--- src/rtl/lvtc_pkg.sv ---
package lvtc_pkg;

	localparam int SLOTS    = 16;
	localparam int TAG_BITS = 32;
	localparam int IDX_W    = $clog2(SLOTS);
	localparam int VID_W    = 32;
	localparam int SLOT_W   = 4;

	localparam logic ACT_LOOKUP = 1'b0;
	localparam logic ACT_ALLOC  = 1'b1;

	typedef enum logic [1:0] {
		ST_IDLE,
		ST_MATCH,
		ST_SELECT,
		ST_UPDATE
	} lvtc_state_t;

	typedef struct packed {
		logic capture;
		logic match;
		logic select;
		logic update;
	} lvtc_cmd_t;

	typedef struct packed {
		logic [SLOTS-1:0] mru_vec;
	} lvtc_status_t;

endpackage

--- src/rtl/lvtc_req_if.sv ---
interface lvtc_req_if;
	import lvtc_pkg::*;

	logic             valid;
	logic             ready;
	logic             action;
	logic [VID_W-1:0] vertex_id;

	modport source (output valid, output action, output vertex_id, input ready);
	modport sink   (input valid, input action, input vertex_id, output ready);
endinterface

--- src/rtl/lvtc_rsp_if.sv ---
interface lvtc_rsp_if;
	import lvtc_pkg::*;

	logic              valid;
	logic              ready;
	logic              hit;
	logic [SLOT_W-1:0] slot;

	modport source (output valid, output hit, output slot, input ready);
	modport sink   (input valid, input hit, input slot, output ready);
endinterface

--- src/rtl/lvtc_ctrl.sv ---
module lvtc_ctrl (
	input  logic                  clk,
	input  logic                  arst_n,
	input  logic                  req_valid,
	output logic                  req_ready,
	output logic                  rsp_valid,
	input  logic                  rsp_ready,
	output lvtc_pkg::lvtc_cmd_t   cmd
);
	import lvtc_pkg::*;

	lvtc_state_t state_q, state_d;
	logic        rsp_valid_q;
	logic        out_free;

	// output register is free if empty or being drained this cycle
	assign out_free = !rsp_valid_q || rsp_ready;

	always_ff @(posedge clk or negedge arst_n) begin
		if (!arst_n) begin
			state_q <= ST_IDLE;
		end else begin
			state_q <= state_d;
		end
	end

	always_comb begin
		state_d = state_q;
		unique case (state_q)
			ST_IDLE: begin
				if (req_valid) state_d = ST_MATCH;
			end
			ST_MATCH:  state_d = ST_SELECT;
			ST_SELECT: state_d = ST_UPDATE;
			ST_UPDATE: begin
				if (out_free) state_d = ST_IDLE;
			end
			default:   state_d = ST_IDLE;
		endcase
	end

	always_comb begin
		cmd       = '0;
		req_ready = 1'b0;
		unique case (state_q)
			ST_IDLE: begin
				req_ready   = 1'b1;
				cmd.capture = req_valid;
			end
			ST_MATCH:  cmd.match  = 1'b1;
			ST_SELECT: cmd.select = 1'b1;
			ST_UPDATE: cmd.update = out_free;
			default: begin
				cmd = '0;
			end
		endcase
	end

	always_ff @(posedge clk or negedge arst_n) begin
		if (!arst_n) begin
			rsp_valid_q <= 1'b0;
		end else if (cmd.update) begin
			rsp_valid_q <= 1'b1;
		end else if (rsp_ready) begin
			rsp_valid_q <= 1'b0;
		end
	end

	assign rsp_valid = rsp_valid_q;

endmodule

--- src/rtl/lvtc_dp.sv ---
module lvtc_dp (
	input  logic                          clk,
	input  logic                          arst_n,
	input  lvtc_pkg::lvtc_cmd_t           cmd,
	input  logic                          req_action,
	input  logic [lvtc_pkg::VID_W-1:0]    req_vertex_id,
	output logic                          rsp_hit,
	output logic [lvtc_pkg::SLOT_W-1:0]   rsp_slot,
	output lvtc_pkg::lvtc_status_t        status
);
	import lvtc_pkg::*;

	logic [SLOTS-1:0]    valid_q;
	logic [TAG_BITS-1:0] tag_q  [SLOTS];
	logic [IDX_W-1:0]    rank_q [SLOTS];

	logic                act_q;
	logic [TAG_BITS-1:0] tag_in_q;
	logic [SLOTS-1:0]    match_q;
	logic [SLOTS-1:0]    lru_q;
	logic [IDX_W-1:0]    sel_idx_q;
	logic [IDX_W-1:0]    sel_rank_q;
	logic                sel_hit_q;
	logic                rsp_hit_q;
	logic [SLOT_W-1:0]   rsp_slot_q;

	logic [SLOTS-1:0]    rank_hit;
	logic [IDX_W-1:0]    min_rank;
	logic [IDX_W-1:0]    hit_idx;
	logic [IDX_W-1:0]    lru_idx;

	// input capture
	always_ff @(posedge clk) begin
		if (cmd.capture) begin
			act_q    <= req_action;
			tag_in_q <= TAG_BITS'(req_vertex_id);
		end
	end

	// parallel tag compare, plus the least recent slot
	always_ff @(posedge clk) begin
		if (cmd.match) begin
			for (int i = 0; i < SLOTS; i++) begin
				match_q[i] <= valid_q[i] && (tag_q[i] == tag_in_q);
				lru_q[i]   <= (rank_q[i] == IDX_W'(SLOTS - 1));
			end
		end
	end

	// lowest-rank match: fold matches into rank order, then pick lowest; also encode the least recent slot
	always_comb begin
		rank_hit = '0;
		for (int r = 0; r < SLOTS; r++) begin
			for (int i = 0; i < SLOTS; i++) begin
				if (match_q[i] && (rank_q[i] == IDX_W'(r))) rank_hit[r] = 1'b1;
			end
		end
		min_rank = '0;
		for (int r = SLOTS - 1; r >= 0; r--) begin
			if (rank_hit[r]) min_rank = IDX_W'(r);
		end
		hit_idx = '0;
		lru_idx = '0;
		for (int i = 0; i < SLOTS; i++) begin
			if (match_q[i] && (rank_q[i] == min_rank)) hit_idx = hit_idx | IDX_W'(i);
			if (lru_q[i]) lru_idx = lru_idx | IDX_W'(i);
		end
	end

	always_ff @(posedge clk or negedge arst_n) begin
		if (!arst_n) begin
			sel_hit_q <= 1'b0;
		end else if (cmd.select) begin
			sel_hit_q <= (act_q == ACT_ALLOC) || (|rank_hit);
		end
	end

	always_ff @(posedge clk) begin
		if (cmd.select) begin
			if (act_q == ACT_ALLOC) begin
				sel_idx_q  <= lru_idx;
				sel_rank_q <= IDX_W'(SLOTS - 1);
			end else begin
				sel_idx_q  <= hit_idx;
				sel_rank_q <= min_rank;
			end
		end
	end

	// recency and valid update
	always_ff @(posedge clk or negedge arst_n) begin
		if (!arst_n) begin
			valid_q <= '0;
			for (int i = 0; i < SLOTS; i++) rank_q[i] <= IDX_W'(i);
		end else if (cmd.update && sel_hit_q) begin
			for (int i = 0; i < SLOTS; i++) begin
				if (IDX_W'(i) == sel_idx_q) begin
					rank_q[i] <= '0;
				end else if (rank_q[i] < sel_rank_q) begin
					rank_q[i] <= rank_q[i] + 1'b1;
				end
			end
			if (act_q == ACT_ALLOC) valid_q[sel_idx_q] <= 1'b1;
		end
	end

	always_ff @(posedge clk) begin
		if (cmd.update && (act_q == ACT_ALLOC)) begin
			tag_q[sel_idx_q] <= tag_in_q;
		end
	end

	always_ff @(posedge clk or negedge arst_n) begin
		if (!arst_n) begin
			rsp_hit_q  <= 1'b0;
			rsp_slot_q <= '0;
		end else if (cmd.update) begin
			rsp_hit_q  <= sel_hit_q;
			rsp_slot_q <= sel_hit_q ? SLOT_W'(sel_idx_q) : '0;
		end
	end

	assign rsp_hit  = rsp_hit_q;
	assign rsp_slot = rsp_slot_q;

	always_comb begin
		for (int i = 0; i < SLOTS; i++) status.mru_vec[i] = (rank_q[i] == '0);
	end

endmodule

--- src/rtl/lru_vertex_tag_cache_top.sv ---
// Fully associative LRU tag store for post-transform vertex indices, 16 slots
// by default. A lookup (action 0) compares vertex_id against every valid slot
// at once; on a hit it returns the slot and makes it most recent, on a miss it
// returns hit=0, slot=0 and changes nothing. If several slots carry the same
// tag the most recent one wins. An allocate (action 1) takes the least recent
// slot, stores the tag there, marks it valid and most recent, and returns it
// with hit=1; it never searches, so duplicates are possible. After reset every
// slot is invalid and the order runs from slot 0 (most recent) to the last
// slot (least recent). One transaction is handled at a time and runs these
// steps from acceptance to the next acceptance: capture, tag compare, rank
// select, recency update. The result appears the cycle after the update and
// sits in an output register, so the next request is accepted while it waits;
// the update step stalls only if the previous result has still not been taken.
module lru_vertex_tag_cache_top (
	input logic        clk,
	input logic        arst_n,
	lvtc_req_if.sink   req,
	lvtc_rsp_if.source rsp
);
	import lvtc_pkg::*;

	lvtc_cmd_t    cmd;      // step strobes, controller -> datapath
	lvtc_status_t status;   // recency view for checking

	// sequencer: handshakes and step order
	lvtc_ctrl u_ctrl (
		.clk       (clk),
		.arst_n    (arst_n),
		.req_valid (req.valid),
		.req_ready (req.ready),
		.rsp_valid (rsp.valid),
		.rsp_ready (rsp.ready),
		.cmd       (cmd)
	);

	// tags, valid bits, ranks, compare and select logic, result register
	lvtc_dp u_dp (
		.clk           (clk),
		.arst_n        (arst_n),
		.cmd           (cmd),
		.req_action    (req.action),
		.req_vertex_id (req.vertex_id),
		.rsp_hit       (rsp.hit),
		.rsp_slot      (rsp.slot),
		.status        (status)
	);

	// exactly one slot is most recent at all times
	a_mru_onehot: assert property (@(posedge clk) disable iff (!arst_n)
		$onehot(status.mru_vec))
		else $error("recency ranks lost their single most recent slot");

	// a miss always reports slot zero
	a_miss_slot: assert property (@(posedge clk) disable iff (!arst_n)
		rsp.valid && !rsp.hit |-> rsp.slot == '0)
		else $error("miss reported a nonzero slot");

	// block is busy for the cycle after a transaction is accepted
	a_busy: assert property (@(posedge clk) disable iff (!arst_n)
		req.valid && req.ready |=> !req.ready)
		else $error("request accepted while a transaction is in flight");

	// the rank update is only issued once the output register can take it
	a_update_room: assert property (@(posedge clk) disable iff (!arst_n)
		cmd.update |-> !rsp.valid || rsp.ready)
		else $error("result register overwritten before it was taken");

endmodule
--- src/flat_wrapper.sv ---
// flat-port wrapper written by rule: the top's interface ports become plain ports
module lru_vertex_tag_cache_top_flat import lvtc_pkg::*;
  (clk, arst_n, req_valid, req_action, req_vertex_id, req_ready, rsp_valid, rsp_hit, rsp_slot, rsp_ready);
  lvtc_req_if req_i ();
  lvtc_rsp_if rsp_i ();
  input logic clk;
  input logic arst_n;
  input wire logic [$bits(req_i.valid)-1:0] req_valid;
  input wire logic [$bits(req_i.action)-1:0] req_action;
  input wire logic [$bits(req_i.vertex_id)-1:0] req_vertex_id;
  output wire logic [$bits(req_i.ready)-1:0] req_ready;
  output wire logic [$bits(rsp_i.valid)-1:0] rsp_valid;
  output wire logic [$bits(rsp_i.hit)-1:0] rsp_hit;
  output wire logic [$bits(rsp_i.slot)-1:0] rsp_slot;
  input wire logic [$bits(rsp_i.ready)-1:0] rsp_ready;
  assign req_i.valid = req_valid;
  assign req_i.action = req_action;
  assign req_i.vertex_id = req_vertex_id;
  assign req_ready = req_i.ready;
  assign rsp_valid = rsp_i.valid;
  assign rsp_hit = rsp_i.hit;
  assign rsp_slot = rsp_i.slot;
  assign rsp_i.ready = rsp_ready;
  lru_vertex_tag_cache_top u_core (.clk(clk), .arst_n(arst_n), .req(req_i), .rsp(rsp_i));
endmodule
--- config.mk ---
export PLATFORM = sky130hd
export DESIGN_NAME = lru_vertex_tag_cache_top_flat
export DESIGN_NICKNAME = d
export VERILOG_FILES = /design/src/rtl/lvtc_pkg.sv /design/src/rtl/lvtc_req_if.sv /design/src/rtl/lvtc_rsp_if.sv /design/src/rtl/lvtc_ctrl.sv /design/src/rtl/lvtc_dp.sv /design/src/rtl/lru_vertex_tag_cache_top.sv /design/src/flat_wrapper.sv
export SDC_FILE = /design/constraint.sdc
export NUM_CORES = 1
export LEC_CHECK = 0
export BUFFER_PORTS_ARGS = -buffer_cell sky130_fd_sc_hd__buf_2
export CORE_MARGIN = 2
export CORE_UTILIZATION = 30
export CTS_CLUSTER_DIAMETER = 150
export DETAILED_ROUTE_END_ITERATION = 10
export SYNTH_ARGS = -nofsm -noshare
export SYNTH_HDL_FRONTEND = slang
export SYNTH_HIERARCHICAL = 1
export SYNTH_SLANG_ARGS = --single-unit
--- constraint.sdc ---
create_clock -name clk -period 6.6 [get_ports clk]
set_input_delay 0.33 -clock clk [delete_from_list [all_inputs] [get_ports clk]]
set_output_delay 0.33 -clock clk [all_outputs]
set_load 0.01 [all_outputs]
==> results of run 1 <==
flip-flops by register name, indices dropped and copies added, names as in the netlist:
signal                   count
u_core/u_dp/match_q         16
u_core/u_dp/rsp_hit          1
u_core/u_dp/lru_q           15
u_core/u_dp/valid_q         16
u_core/u_dp/act_q            1
u_core/u_ctrl/state_q        2
u_core/u_dp/rank_q          64
u_core/u_dp/tag_q          512
u_core/u_dp/tag_in_q        32
u_core/u_dp/sel_rank_q       4
u_core/u_dp/rsp_slot         4
u_core/u_ctrl/rsp_valid      1
u_core/u_dp/sel_idx_q        4
u_core/u_dp/sel_hit_q        1
cells in the final DEF, fill, tap and decap left out, types with 9 or more instances in the layout:
master,count
edfxtp_1,584
xnor2_1,411
nand4_1,181
xor2_1,148
ha_1,115
nand2_1,106
o21ai_0,90
nor4_1,83
clkbuf_16,75
buf_4,75
inv_1,67
dfrtp_1,57
nor2_1,56
nand4b_1,52
nand3_1,48
a21oi_1,45
buf_2,42
and3_1,36
dlygate4sd3_1,35
nand2b_1,35
dfstp_2,32
clkbuf_1,20
nor3_1,20
or4_1,18
a21boi_0,17
nor2b_1,16
o2111ai_1,15
a31oi_1,13
nor2_2,13
a32oi_1,12
mux2_2,12
a22o_1,12
a21o_1,11
and2_1,10
nor4bb_1,10
clkinv_1,9
a32o_1,9
tightest hold or removal path: cells and delay by family:
| kind | cells | cell delay (ns) |
|---|---|---|
| multiplexers | 1 | 0.19 |
| buffers and inverters | 2 | 0.16 |
| AO/OA/AOI/OAI | 1 | 0.06 |
through the flow:
| step | setup slack, ns | cell area [um2] | hold slack [ns] | power, uW | utilization [%] |
|---|---|---|---|---|---|
| CTS | 0.9012 | 38290 | 0.1467 | 15580 | 34.60 |
| detailed placement | 0.9300 | 35600 | 0.4139 | 11540 | 32.16 |
| finish | 0.6918 | 38290 | 0.1809 | 15640 | 34.60 |
| global route | 0.4458 | 38290 | 0.1655 | 16300 | 34.60 |
| global placement | 1.120 | 35600 | 0.4176 | 11530 | 32.16 |
| floorplan | 2.267 | 33490 | 0.03441 | 9453 | - |
worst min-delay path by stage:
stage,start,end,slack (ns)
after CTS,req_valid,u_core/u_ctrl/state_q[1],0.15
after detailed placement,arst_n,u_core/u_dp/rank_q[45],0.41
after floorplan,arst_n,u_core/u_ctrl/rsp_valid,0.03
final,req_valid,u_core/u_ctrl/state_q[1],0.18
after global routing,req_valid,u_core/u_ctrl/state_q[1],0.17
after global placement,arst_n,u_core/u_dp/rank_q[45],0.42
routing by layer:
| layer | routed length (um) | up-vias |
|---|---|---|
| li1 | - | 9874 |
| met1 | 46080 | 11120 |
| met2 | 46280 | 790 |
| met3 | 6484 | 174 |
| met4 | 3234 | 4 |
| met5 | 26 | - |
cell type report:
cell class | instances | area share (%)
flip-flops and latches | 673 | 51.72
multi-input cells | 1712 | 33.70
clock buffers | 103 | 5.385
well taps | 1488 | 4.862
repair buffers | 152 | 2.934
clock inverters | 28 | 0.7320
inverters | 67 | 0.6568
diodes | 1 | 0.006535
report_power, final:
part | internal [uW] | leakage [uW] | switching, uW
clock | 2280 | 0.00113 | 1710
combinational | 1910 | 0.00519 | 3500
sequential | 5310 | 0.00633 | 937
total | 9490 | 0.0126 | 6150
what timing repair did:
action,CTS,global route
endpoints found under the hold margin,62,0
hold buffers,35,0
setup endpoints to repair,0,0
==> qor.csv, run 1 <==
stage,metric,value,unit
drt,Via density,5.200,
final_layout,Area Growth Syn to Fin,14.35,%
critical_path,"setup slack, reg-to-reg",0.69,ns
global_route,met2 global-route usage,27.66,%
critical_path,Critical Path Stages,15,
sta,Final Hold Fails,0,
logic_synthesis,Yosys Warn Count,6,
die,# IOs,44,
sta,fin. max-slew vios,0,
sta,final worst path period share,89.52,%
sta,skew final,0.04283,ns
logic_synthesis,Mapped Avg Cell Area,12.90,um2
critical_path,Critical Path Start,u_core/u_dp/rank_q[0],
critical_path,Setup crit end kind,register,
critical_path,Worst path slowest cell,a2111oi_0,
die,DIE HEIGHT,338.1,um
final_layout,fill count,10750,
die,Core Area,110700,um2
cts,Worst-Skew Late Latency,0.63,ns
sta,Setup-failing EPs final,0,
die,Starting Density,30.26,%
global_route,vias in the first global route,20690,
placement,DP Cell Count,4057,
run_status,status,completed,
drt,DR iter-0 viols,2555,
sta,worst relative slew slack,16.90,%
critical_path,critical path endpoint,u_core/u_dp/sel_idx_q[0],
global_route,largest net degree at the start of global routing,50,
min_path,worst hold path class,in -> reg,
job,max_cap viols,0,
final_layout,final cell count without fillers,4224,
global_route,global routing's busiest layer,met2,
sta,min cycle time layout,5.908,ns
die,die width,338.1,um
final_layout,Final Net Count,2832,
cts,Sink Count,673,
global_route,GR Util met3,2.694,%
critical_path,"Max FO, Critical Path",9,
logic_synthesis,"Cell Area, Synth",33490,um2
drt,final WL,102100,um
drt,drt wl/cell,24.17,um
cts,CTS tree,done,
final_layout,multi-input logic area,12900,um2
sta,unrepaired setup endpoints after global routing,false,
min_path,hold path cells,4,
cts,Post-CTS Setup Bufs,0,
final_layout,layout cells sized above 1,11.01,%
global_route,grt ovf,0,
placement,I/O Buffers,43,
global_route,global-route wire length before repair,148000,um
cts,Root Buffer Master,clkbuf_16,
cts,clk slew on worst S/H paths,0.06,ns
global_route,total global-route track usage,17.68,%
critical_path,worst path cell trace,inv_1 -> ha_1 -> and2_1 -> a2111oi_0 -> o2111ai_1 -> or4_1 -> a2111oi_2 -> a21oi_1 -> a21oi_2 -> buf_4 -> xnor2_1 -> nor4_1 -> a311oi_1 -> o311ai_0 -> o2bb2a_1,
global_route,initial antenna violation count,4,
drt,Final ANT Viol Nets,0,
critical_path,Setup CP Type,reg -> reg,
final_layout,Reg area,19800,um2
sta,Worst Max-Slew Pin Slew,1.247,ns
drt,DRC Markers,0,
critical_path,CP startpoint kind,register,
placement,GP Congestion,1.033,
logic_synthesis,Cells after Synth,2596,
placement,dpl hpwl,69080,um
drt,iteration count of the initial detailed-routing pass,7,
cts,Max clock buf depth,3,
critical_path,reg2reg path depth,15,
critical_path,Worst EP required,6.98,ns
cts,H-tree levels,3,
global_route,M1 GR Usage,25.05,%
die,row cnt,122,
power,maximum VDD drop,286.2,uV
critical_path,CP bufs+invs,2,
critical_path,FF-to-FF Start,u_core/u_dp/rank_q[0],
sta,setup TNS,0,ns
critical_path,crit-path max cell delay,0.69,ns
logic_synthesis,Mapped Nets,2749,
critical_path,Top Family by Delay on Critical Path,compound AO/OA/AOI/OAI gates,
power,power per cell area,408.4,nW/um2
power,Static Leak,0.01265,uW
cts,CTS resizes,0,
die,DIE AREA,114300,um2
sta,Max Freq,169.3,MHz
critical_path,WP data arrival,6.29,ns
critical_path,reg2reg end,u_core/u_dp/sel_idx_q[0],
drt,via count,21970,
cts,cts bufs inserted,73,
Note: power is estimated with default switching activity, not from simulation.
==> run 2, diff against run 1 <==
--- a/config.mk
+++ b/config.mk
@@ -10,6 +10,7 @@
 export CORE_UTILIZATION = 30
 export CTS_CLUSTER_DIAMETER = 150
 export DETAILED_ROUTE_END_ITERATION = 10
+export MAX_ROUTING_LAYER = met4
 export SYNTH_ARGS = -nofsm -noshare
 export SYNTH_HDL_FRONTEND = slang
 export SYNTH_HIERARCHICAL = 1
==> run 2 against run 1 <==
Die area stayed put. Clock skew shrank 0.0062 ns. Design area up 0.43%. Sequential cell count unchanged. Sequential share of layout area fell by 0.22 points. Fmax rose by 3.4%. Setup slack better by 0.19 ns. Core utilization increased by 0.15 points. Global-route usage is 1.1 points higher. Register-to-register slack better by 0.19 ns. Routed wire length increased by 2.5%. Largest cell class unchanged. Largest power group unchanged.
==> qor.csv, run 2 (synthesis gave the netlist of run 1 again) <==
stage,metric,value,unit,change
placement,GP Congestion,1.023,,was 1.033
sta,WHS,0.1485,ns,was 0.1809 ns
drt,Final ANT Viol Nets,0,,unchanged
drt,via count,22150,,was 21970
cts,Post-CTS Setup Bufs,0,,unchanged
cts,Worst-Skew Late Latency,0.65,ns,was 0.63 ns
power,Static Leak,0.01274,uW,was 0.01265 uW
job,max_cap viols,0,,unchanged
critical_path,Worst path slowest cell,a2111oi_0,,unchanged
final_layout,Final Net Count,2844,,was 2832
placement,I/O Buffers,43,,unchanged
final_layout,"commonest non-fill, non-tap cell in the layout",edfxtp_1,,unchanged
cts,Max clock buf depth,3,,unchanged
die,# IOs,44,,unchanged
cts,clk slew on worst S/H paths,0.06,ns,about the same
die,row cnt,122,,unchanged
placement,Placed Area,35670,um2,was 35600 um2
power,maximum VDD drop,254.6,uV,was 286.2 uV
min_path,worst hold path class,in -> reg,,unchanged
drt,DR iter-0 viols,2516,,was 2555
cts,Sink Count,673,,unchanged
sta,fin. max-slew vios,0,,unchanged
final_layout,Area Growth Syn to Fin,14.85,%,was 14.35%
global_route,total global-route track usage,18.78,%,was 17.68%
critical_path,"Max FO, Critical Path",7,,was 9
drt,final WL,104600,um,was 102100 um
drt,drt wl/cell,24.66,um,was 24.17 um
final_layout,biggest regs,"u_core/u_dp/tag_q: 512 flops, u_core/u_dp/rank_q: 64 flops, u_core/u_dp/tag_in_q: 32 flops",,unchanged
sta,final worst path period share,86.58,%,was 89.52%
sta,Max Freq,175.0,MHz,was 169.3 MHz
sta,unrepaired setup endpoints after global routing,false,,unchanged
final_layout,fill count,10800,,was 10750
sta,Setup-failing EPs final,0,,unchanged
power,power per cell area,411.2,nW/um2,was 408.4 nW/um2
critical_path,Setup crit end kind,register,,unchanged
cts,cts bufs inserted,75,,was 73
cts,Root Buffer Master,clkbuf_16,,unchanged
final_layout,Top reg by flops,u_core/u_dp/tag_q,,unchanged
global_route,grt ovf,0,,unchanged
global_route,largest net degree at the start of global routing,52,,was 50
critical_path,Setup CP Type,reg -> reg,,unchanged
die,DIE AREA,114300,um2,unchanged
cts,H-tree levels,3,,unchanged
run_status,status,completed,,unchanged
critical_path,Worst EP required,6.98,ns,about the same
critical_path,WP data arrival,6.09,ns,was 6.29 ns
final_layout,post-route cell area,38460,um2,was 38290 um2
critical_path,CP startpoint kind,register,,unchanged
critical_path,crit-path max cell delay,0.77,ns,was 0.69 ns
sta,Worst Max-Slew Pin Slew,1.162,ns,was 1.247 ns
critical_path,worst path cell trace,inv_1 -> ha_1 -> and2_1 -> a2111oi_0 -> o2111ai_1 -> or4_1 -> a2111oi_2 -> a21oi_1 -> a21oi_2 -> xnor2_1 -> nor4_1 -> a311oi_1 -> o311ai_0 -> o2bb2a_1,,was inv_1 -> ha_1 -> and2_1 -> a2111oi_0 -> o2111ai_1 -> or4_1 -> a2111oi_2 -> a21oi_1 -> a21oi_2 -> buf_4 -> xnor2_1 -> nor4_1 -> a311oi_1 -> o311ai_0 -> o2bb2a_1
global_route,initial antenna violation count,2,,was 4
final_layout,max reg flops,512,,unchanged
drt,iteration count of the initial detailed-routing pass,5,,was 7
die,die width,338.1,um,unchanged
die,Starting Density,30.26,%,unchanged
cts,number of hold buffers added after cts,35,,unchanged
final_layout,fin util,34.75,%,was 34.60%
placement,dpl hpwl,71940,um,was 69080 um
sta,skew final,0.03659,ns,was 0.04283 ns
sta,Final Hold Fails,0,,unchanged
cts,CTS tree,done,,unchanged
global_route,global-route wire length before repair,152600,um,was 148000 um
die,DIE HEIGHT,338.1,um,unchanged
die,Core Area,110700,um2,unchanged
final_layout,layout cells sized above 1,11.26,%,was 11.01%
final_layout,"commonest non-fill, non-tap cells in the layout","edfxtp_1 (584), xnor2_1 (411), nand4_1 (181), xor2_1 (148), ha_1 (115)",,unchanged
sta,setup TNS,0,ns,unchanged
drt,DRC Markers,0,,unchanged
sta,worst relative slew slack,22.55,%,was 16.90%
global_route,vias in the first global route,21440,,was 20690
sta,min cycle time layout,5.714,ns,was 5.908 ns
drt,Via density,5.219,,was 5.200
cts,CTS resizes,0,,unchanged
## run 2: cell types whose count changed in the layout (fill, tap and decap cells not counted), sizes merged
cell      previous run  this run
clkinv              22        36
inv                 68        69
bufinv               2         5
clkbuf             103        94
buf                117       127
diode                1         4
clkinvlp             3         1
## run 2: per-layer routing
| metal | up-vias | wire [um] | GRT usage, % |
|---|---|---|---|
| met5 | - | 0 | - |
| met4 | 0 | 3117 | 5.608 |
| met3 | 179 | 6344 | 2.814 |
| met2 | 859 | 47230 | 28.47 |
| met1 | 11200 | 47950 | 25.97 |
| li1 | 9911 | - | - |
## run 2: cell type report
type	instances	area, um2	area share, %
sequential	673	19800	51.50
multi-input combinational	1712	12900	33.56
clock buffer	94	1979	5.147
tap	1488	1862	4.841
timing repair buffer	162	1199	3.117
clock inverter	44	446.7	1.162
inverter	67	251.5	0.6540
antenna	4	10.01	0.02603
## run 2: where the power goes
part / switching (uW) / internal (uW)
combinational: 3490 / 1940
clock: 1770 / 2350
sequential: 950 / 5310
total: 6210 / 9600
## run 2: stage by stage
step / std cells / total power [uW] / setup slack, ns
after floorplan: 2596 / 9453 / 2.267
after global placement: 4067 / 11600 / 1.069
after detailed placement: 4067 / 11590 / 1.049
after CTS: 4240 / 15790 / 1.033
after global routing: 4242 / 16520 / 0.7786
final: 4244 / 15810 / 0.8856
## run 2: worst max-delay path, delay by kind of cell, from the launching register on
kind / cells / cell delay (ns)
AO/OA/AOI/OAI: 8 / 3.46
XOR/XNOR: 1 / 0.21
adder cells (fa/ha/maj): 1 / 0.26
buffers and inverters: 1 / 0.10
flip-flops: 1 / 0.58
AND/OR/NAND/NOR: 3 / 0.83
## run 2: final timing paths
check	start	to	slack [ns]	cells after the start
worst min register to register	u_core/u_dp/valid_q[4]	u_core/u_dp/valid_q[4]	0.47	1
worst max register to register	u_core/u_dp/rank_q[0]	u_core/u_dp/sel_idx_q[0]	0.89	14
worst min-delay path	req_valid	u_core/u_ctrl/state_q[1]	0.15	4
min in group asynchronous	arst_n	u_core/u_dp/rank_q[47]	0.25	2
worst max-delay path	u_core/u_dp/rank_q[0]	u_core/u_dp/sel_idx_q[0]	0.89	14
max in group asynchronous	arst_n	u_core/u_dp/rank_q[43]	5.15	3
